File: src/hw/rtl/cnm_pkg.sv
// cnm_pkg: shared types and constants for the cosine nearest-match core.
// Used by all modules under hw/rtl; no dependencies.
`default_nettype none
package cnm_pkg;
	localparam int EMBED_LEN    = 512;
	localparam int MAX_ENTRIES  = 64;
	localparam int ELEM_W       = 16;
	localparam int EIDX_W       = 9;
	localparam int ENT_W        = 6;
	localparam int CNT_W        = 7;
	localparam int MEM_AW       = ENT_W + EIDX_W;
	localparam int PROD_W       = 2 * ELEM_W;
	localparam int ACC_W        = PROD_W + EIDX_W + 1;
	localparam int ROOT_W       = ACC_W / 2;
	localparam int DEN_W        = 2 * ROOT_W;
	localparam int NUM_W        = ACC_W + 15;

	localparam logic [0:0] REG_THRESHOLD = 1'b0;
	localparam logic [0:0] REG_COUNT     = 1'b1;

	typedef struct packed {
		logic              mode;
		logic [ENT_W-1:0]  entry_index;
		logic [EIDX_W-1:0] element_index;
		logic signed [ELEM_W-1:0] element_value;
		logic              query_last;
	} in_item_t;

	typedef struct packed {
		logic              matched;
		logic [ENT_W-1:0]  best_entry;
		logic signed [15:0] best_score;
	} out_item_t;

	// controller -> datapath
	typedef struct packed {
		logic clr_acc;     // clear dot/norm accumulators
		logic rd_en;       // read memories at addresses below
		logic acc_en;      // accumulate product of last read
		logic root_start;  // start square roots
		logic div_start;   // start divider
		logic compare;     // fold similarity into best
		logic clr_best;
		logic [ENT_W-1:0]  ent;
		logic [EIDX_W-1:0] elem;
	} cnm_cmd_t;

	// datapath -> controller
	typedef struct packed {
		logic root_done;
		logic div_done;
	} cnm_sts_t;
endpackage
`default_nettype wire

File: src/hw/rtl/cnm_ctrl.sv
// cnm_ctrl: search sequencer: walks entries, elements, roots, divide, compare.
// Depends on cnm_pkg.
`default_nettype none
module cnm_ctrl
	import cnm_pkg::*;
(
	input  wire logic             clk,
	input  wire logic             arst_n,
	input  wire logic             go,
	input  wire logic [EIDX_W:0]  len,
	input  wire logic [CNT_W-1:0] used,
	input  wire cnm_sts_t         sts,
	output cnm_cmd_t              cmd,
	output logic                  busy,
	output logic                  finish
);
	typedef enum logic [2:0] {IDLE, READ, DRAIN, ROOT, DIV, CMP, NEXT} state_t;
	state_t state_q;
	logic [EIDX_W:0]  len_q;
	logic [EIDX_W:0]  ecnt_q;
	logic [CNT_W-1:0] used_q;
	logic [CNT_W-1:0] ent_q;
	logic [1:0]       drain_q;

	always_ff @(posedge clk or negedge arst_n) begin
		if (!arst_n) begin
			state_q <= IDLE;
			len_q   <= '0;
			ecnt_q  <= '0;
			used_q  <= '0;
			ent_q   <= '0;
			drain_q <= '0;
			cmd     <= '0;
			busy    <= 1'b0;
			finish  <= 1'b0;
		end else begin
			cmd    <= '0;
			finish <= 1'b0;
			unique case (state_q)
				IDLE: begin
					if (go) begin
						busy         <= 1'b1;
						len_q        <= len;
						used_q       <= used;
						ent_q        <= '0;
						cmd.clr_best <= 1'b1;
						cmd.clr_acc  <= 1'b1;
						ecnt_q       <= '0;
						state_q      <= (used == '0) ? NEXT : READ;
					end
				end
				READ: begin
					cmd.rd_en  <= 1'b1;
					cmd.acc_en <= 1'b1;
					cmd.ent    <= ent_q[ENT_W-1:0];
					cmd.elem   <= ecnt_q[EIDX_W-1:0];
					ecnt_q     <= ecnt_q + 1'b1;
					if (ecnt_q + 1'b1 == len_q) begin
						drain_q <= '0;
						state_q <= DRAIN;
					end
				end
				DRAIN: begin
					cmd.acc_en <= 1'b1;
					drain_q    <= drain_q + 1'b1;
					if (drain_q == 2'd3) begin
						cmd.acc_en     <= 1'b0;
						cmd.root_start <= 1'b1;
						state_q        <= ROOT;
					end
				end
				ROOT: begin
					if (sts.root_done) begin
						cmd.div_start <= 1'b1;
						state_q       <= DIV;
					end
				end
				DIV: begin
					if (sts.div_done) begin
						cmd.compare <= 1'b1;
						cmd.ent     <= ent_q[ENT_W-1:0];
						state_q     <= CMP;
					end
				end
				CMP: begin
					ent_q       <= ent_q + 1'b1;
					ecnt_q      <= '0;
					cmd.clr_acc <= 1'b1;
					state_q     <= (ent_q + 1'b1 >= used_q) ? NEXT : READ;
				end
				NEXT: begin
					finish  <= 1'b1;
					busy    <= 1'b0;
					state_q <= IDLE;
				end
				default: state_q <= IDLE;
			endcase
		end
	end
endmodule
`default_nettype wire

File: config.mk
export PLATFORM = sky130hd
export DESIGN_NAME = cnm_ctrl
export DESIGN_NICKNAME = d
export VERILOG_FILES = /design/src/hw/rtl/cnm_pkg.sv /design/src/hw/rtl/cnm_ctrl.sv
export SDC_FILE = /design/constraint.sdc
export NUM_CORES = 1
export LEC_CHECK = 0
export ABC_CLOCK_PERIOD_IN_PS = 6700
export BUFFER_PORTS_ARGS = -buffer_cell sky130_fd_sc_hd__buf_4
export CAP_MARGIN = 0
export CORE_MARGIN = 4
export CORE_UTILIZATION = 35
export DETAILED_ROUTE_END_ITERATION = 6
export GPL_ROUTABILITY_DRIVEN = 0
export REMOVE_ABC_BUFFERS = 1
export SLEW_MARGIN = 20
export SYNTH_ARGS = -nofsm -noshare
export SYNTH_HDL_FRONTEND = slang
export SYNTH_SLANG_ARGS = --single-unit
File: constraint.sdc
create_clock -name clk -period 6.7 [get_ports clk]
set_input_delay 0.335 -clock clk [delete_from_list [all_inputs] [get_ports clk]]
set_output_delay 0.335 -clock clk [all_outputs]
set_load 0.01 [all_outputs]
* Yosys cells after proc, flatten, opt, wreduce, memory -nomap -nowiden *
Cells that the tools add are included.

word-level totals
  latch bits = 0
  memories = 0
  word-level logic and storage cells = 77
  register bits after elaboration = 63
  bits in writable memories = 0
  ROM bits = 0

cells by class
  bitwise operators = 0
  $lt $le $gt $ge = 1
  divide/modulo/power cells = 0
  multiply operators = 0
  multiplexer cells = 31
  shifts and indexed selects = 0
  reduce and logical (&&, ||, !) cells = 12
  equal/unequal tests = 13
  add/sub/neg operators = 3

operators with widths
  operator                                              number
  one-hot mux 10 bit (3 select lines)                   1
  two-way mux 3 bit                                     7
  one-hot mux 3 bit (6 select lines)                    1
  one-hot mux 7 bit (2 select lines)                    1
  one-hot mux 6 bit (2 select lines)                    1
  adder 10 x 1 -> 10 bit (second input constant)        1
  equality test 10 bit                                  1
  two-way mux 1 bit                                     10
  two-way mux 10 bit                                    1
  != test 2 bit (second input constant)                 5
  AND reduction 2 bit                                   5
  equality test 3 bit (second input constant)           3
  two-way mux 9 bit                                     1
  adder 7 x 1 -> 7 bit (second input constant)          1
  >= comparator 7 bit                                   1
  zero test 7 bit                                       1
  two-way mux 7 bit                                     1
  equality test 3 x 2 -> 1 bit (second input constant)  2
  two-way mux 6 bit                                     1
  one-hot mux 1 bit (2 select lines)                    3
  nonzero test 2 bit                                    3
  AND reduction 5 bit                                   1
  two-way mux 2 bit                                     2
  one-hot mux 2 bit (2 select lines)                    1
  other kinds (5)                                       5

* Longest topological paths before layout *
  word-level depth = 4
  gate-level depth with buffers = 11
  gate-level depth less buffers = 11

* Worst setup path after synthesis *
OpenSTA, ideal clock, no wires.

  path type = register to register
  from = register ecnt_q[1]
  to = register drain_q[0]
  data required time = 6.569 ns
  data arrival time = 1.998 ns
  setup time = 0.131 ns
  path buffers = 1
  cell stages (with the launch flop) = 8
  path slack = 4.570 ns
  clock period less this slack = 2.130 ns
  cells stage by stage = dfrtp_1 ha_1 buf_6 nor2b_1 o311ai_0 o2111ai_4 o41ai_1 a21oi_1

between the ends
  longest elaborated chain between the ends = 4

RTL lines
  item                                  line            RTL
  start, declared                       cnm_ctrl.sv:20  logic [EIDX_W:0] ecnt_q;
  start signal, assigned                cnm_ctrl.sv:57  ecnt_q <= ecnt_q + 1'b1;
  adder 10 x 1 -> 10 bit                cnm_ctrl.sv:58  if (ecnt_q + 1'b1 == len_q) begin
  equality test 10 bit                  cnm_ctrl.sv:58
  != test 2 bit (no source line)        -
  AND reduction 2 bit (no source line)  -
  end signal, assigned                  cnm_ctrl.sv:65  drain_q <= drain_q + 1'b1;
  end, declared                         cnm_ctrl.sv:23  logic [1:0] drain_q;

Every way passes these cells.
A chain may end at the register's enable or synchronous reset.

* Worst setup path in the final report *
  from = register ecnt_q[0]
  to = register drain_q[0]

The elaborated chain is that of the path after synthesis.

==> results.yml <==
layout:
  final_cell_mix: "63 x dfrtp_1, 46 x buf_4, 29 x nand2_1"
  nets: 374
  drive_gt1_frac: 0.2104
  antenna_cells: 0
  final_common_cell: "dfrtp_1"
  syn_to_final_growth_pct: 17.73
critical_path:
  end_kind: "flop"
  cp_slowest_cell: "dfrtp_1"
  cp.buffers_inverters: 0
  cpPeakStageDelay_ns: 0.52
  crit_chain: "ha_1, and4_1, or2b_1, nor3_1, a211oi_2, o41ai_1, a21oi_1"
  crit_type: "flop to flop"
  cp_top_family: "simple AND/OR/NAND/NOR gates"
  arrival_ns: 2.73
  path_max_fanout: 10
  start_kind: "flop"
  critPathRequiredTime_ns: 6.90
clock_network:
  clockBufferDepth: 2
  postCtsSetupBuffers: 0
  cts_root_buffer: "clkbuf_8"
  cts-resized-gates: 0
  htreeDepth: 3
  cts_tree: "done"
  cts_buffers: 9
  cts_sinks: 63
  hold_buffers: 0
  insertion_delay_ns: 0.33
  clk_pin_slew_ns: 0.07
sta:
  rsz0062_at_grt: "no"
  hold_violations: 0
  tns_ns: 0
  fin_worst_skew_ns: 0.01028
  relSlewSlack: 0.4724
  slew_viol_final: 0
  min_period_ns: 2.530
  period_share: 0.3776
  setup_viol: 0
  hold_slack_ns: 0.09570
  worst_pin_slew_ns: 0.7915
  fmax_ghz: 0.3953
hold_path:
  hp-class: "input pin to asynchronous set/reset pin"
place:
  dp_hpwl_mm: 4.740
  io_buffers: 45
routing:
  via_per_inst: 5.163
  vias: 2349
  routedWlPerCell_microns: 14.81
  antenna_left: 0
  drt_iter0_drc: 147
  dr.pass1.iters: 4
  drc: 0
  drt-total-wl_mm: 6.738
synthesis:
  synth_area_leaders: "dfrtp_1 50%, ha_1 3.9%, mux2_1 3.9%"
  synth_top_area_frac: 0.4955
  seq_area_frac_synth: 0.4955
  ys_warn_count: 0
  yosys.area.top_type: "dfrtp_1"
  syn_avg_cell_area_sq_um: 10.54
  async_flop_share: 1.000
  syn_inst: 302
  synth_edf_count: 0
  synth_flop_cell: "dfrtp_1"
  synthesis.area_sq_um: 3182
  synth.distinct_cells: 57
  synth-seq-cells: 63
power:
  ir_drop_mv: 0.1311
  combPwrFrac: 0.356
  clockPowerShare: 0.228
  p_leak_uw: 0.001741
  p_seq_frac: 0.416
  netSwitchingFraction: 0.3717
  intPower_uw: 866.6
  powerDensity_nw_per_um2: 368.2
  p_sw_uw: 512.7
die:
  start_util: 0.3631
  die-height_microns: 103.3
  rows: 34
  core-area_sq_um: 8763
  die_area_sq_um: 10680
  pin_count: 46
  die_width_microns: 103.3
global_routing:
  grt_pass1_wl_mm: 11.34
  antenna_found_initial: 0
  first_global_vias: 2241
  grt_max_degree: 64
  grt.overflow.total: 0
  track_usage: 0.1371
outcome:
  status: "complete, no violations"
flow_run:
  drv_cap: 0
-- final timing paths --
check / from / to / slack (ns) / cells past startpoint
min in group clk: used[1] / used_q[1]$_DFFE_PN0P_ / 0.21 / 3
min: arst_n / used_q[6]$_DFFE_PN0P_ / 0.1 / 1
min reg2reg: ecnt_q[9]$_DFFE_PN0P_ / ecnt_q[9]$_DFFE_PN0P_ / 0.50 / 1
max reg2reg: ecnt_q[0]$_DFFE_PN0P_ / drain_q[0]$_DFFE_PN0P_ / 4.17 / 7
max: ecnt_q[0]$_DFFE_PN0P_ / drain_q[0]$_DFFE_PN0P_ / 4.17 / 7
max in group asynchronous: arst_n / ecnt_q[8]$_DFFE_PN0P_ / 6.09 / 1
-- synthesized netlist by cell type (3+ instances only) --
cell / instances
o21ai_0: 12
a32o_1: 6
nand2_1: 29
o31ai_1: 6
dfrtp_1: 63
clkbuf_1: 9
nand3_1: 7
nor2_1: 20
a21oi_1: 9
a21o_1: 6
nor2b_1: 9
inv_1: 12
xnor2_1: 7
o22ai_1: 3
ha_1: 10
o21ai_1: 8
nand4_1: 3
nor3_1: 6
buf_6: 5
and3_1: 11
xor2_1: 8
nor4_1: 4
mux2_1: 11
-- area by class of cell --
| cell class | instances | area [sq um] |
|---|---|---|
| clock inverters | 2 | 12.51 |
| repair buffers | 46 | 345.3 |
| inverters | 14 | 55.05 |
| flip-flops and latches | 63 | 1577 |
| fillers | 838 | 5017 |
| clock buffers | 14 | 182.7 |
| multi-input cells | 208 | 1439 |
| well taps | 108 | 135.1 |
-- cell families after synthesis --
kind of cell	share of synthesized area
flip-flops	0.4955
buffers and inverters	0.05269
XOR/XNOR	0.04640
multiplexers	0.04208
adder cells (fa/ha/maj)	0.03932
AO/OA/AOI/OAI	0.1557
AND/OR/NAND/NOR	0.1683
-- worst register-to-register path: cells and delay by family, from the launching register on --
family          cells  cell delay, ns
simple gates        3            0.83
fa+ha+maj           1            0.41
compound gates      3            0.63
flops               1            0.52
-- routing by layer --
metal  vias up  track usage  wire length (microns)
li1       1157            -                      -
met1      1135       0.2030                   3233
met2        52       0.1971                   3097
met3         5      0.03421                    337
met4         0      0.04183                     69
met5         -            0                      0
-- power groups by stage --
stage | logic (uW) | clock network, uW | registers (uW)
4_1_cts | 498 | 325 | 574
6_report | 491 | 314 | 574
3_3_place_gp | 486 | 0 | 575
2_1_floorplan | 352 | 0 | 566
3_5_place_dp | 495 | 0 | 581
5_1_grt | 561 | 345 | 590
-- stage by stage --
step	setup slack, ns	cells	utilization	cell area, sq um	power (uW)
after floorplan	4.539	285	-	3069	918.0
after global placement	4.043	439	0.4051	3550	1061
after detailed placement	3.927	439	0.4051	3550	1075
after CTS	3.905	455	0.4273	3745	1397
after global routing	4.009	455	0.4275	3746	1496
final	4.170	455	0.4275	3746	1379
-- flip-flops by register name (all words and copies together), names as in the netlist --
| register | cells |
|---|---|
| busy | 1 |
| cmd | 22 |
| drain_q | 2 |
| ecnt_q | 10 |
| ent_q | 7 |
| finish | 1 |
| len_q | 10 |
| state_q | 3 |
| used_q | 7 |
(Power assumes the default switching activity.)
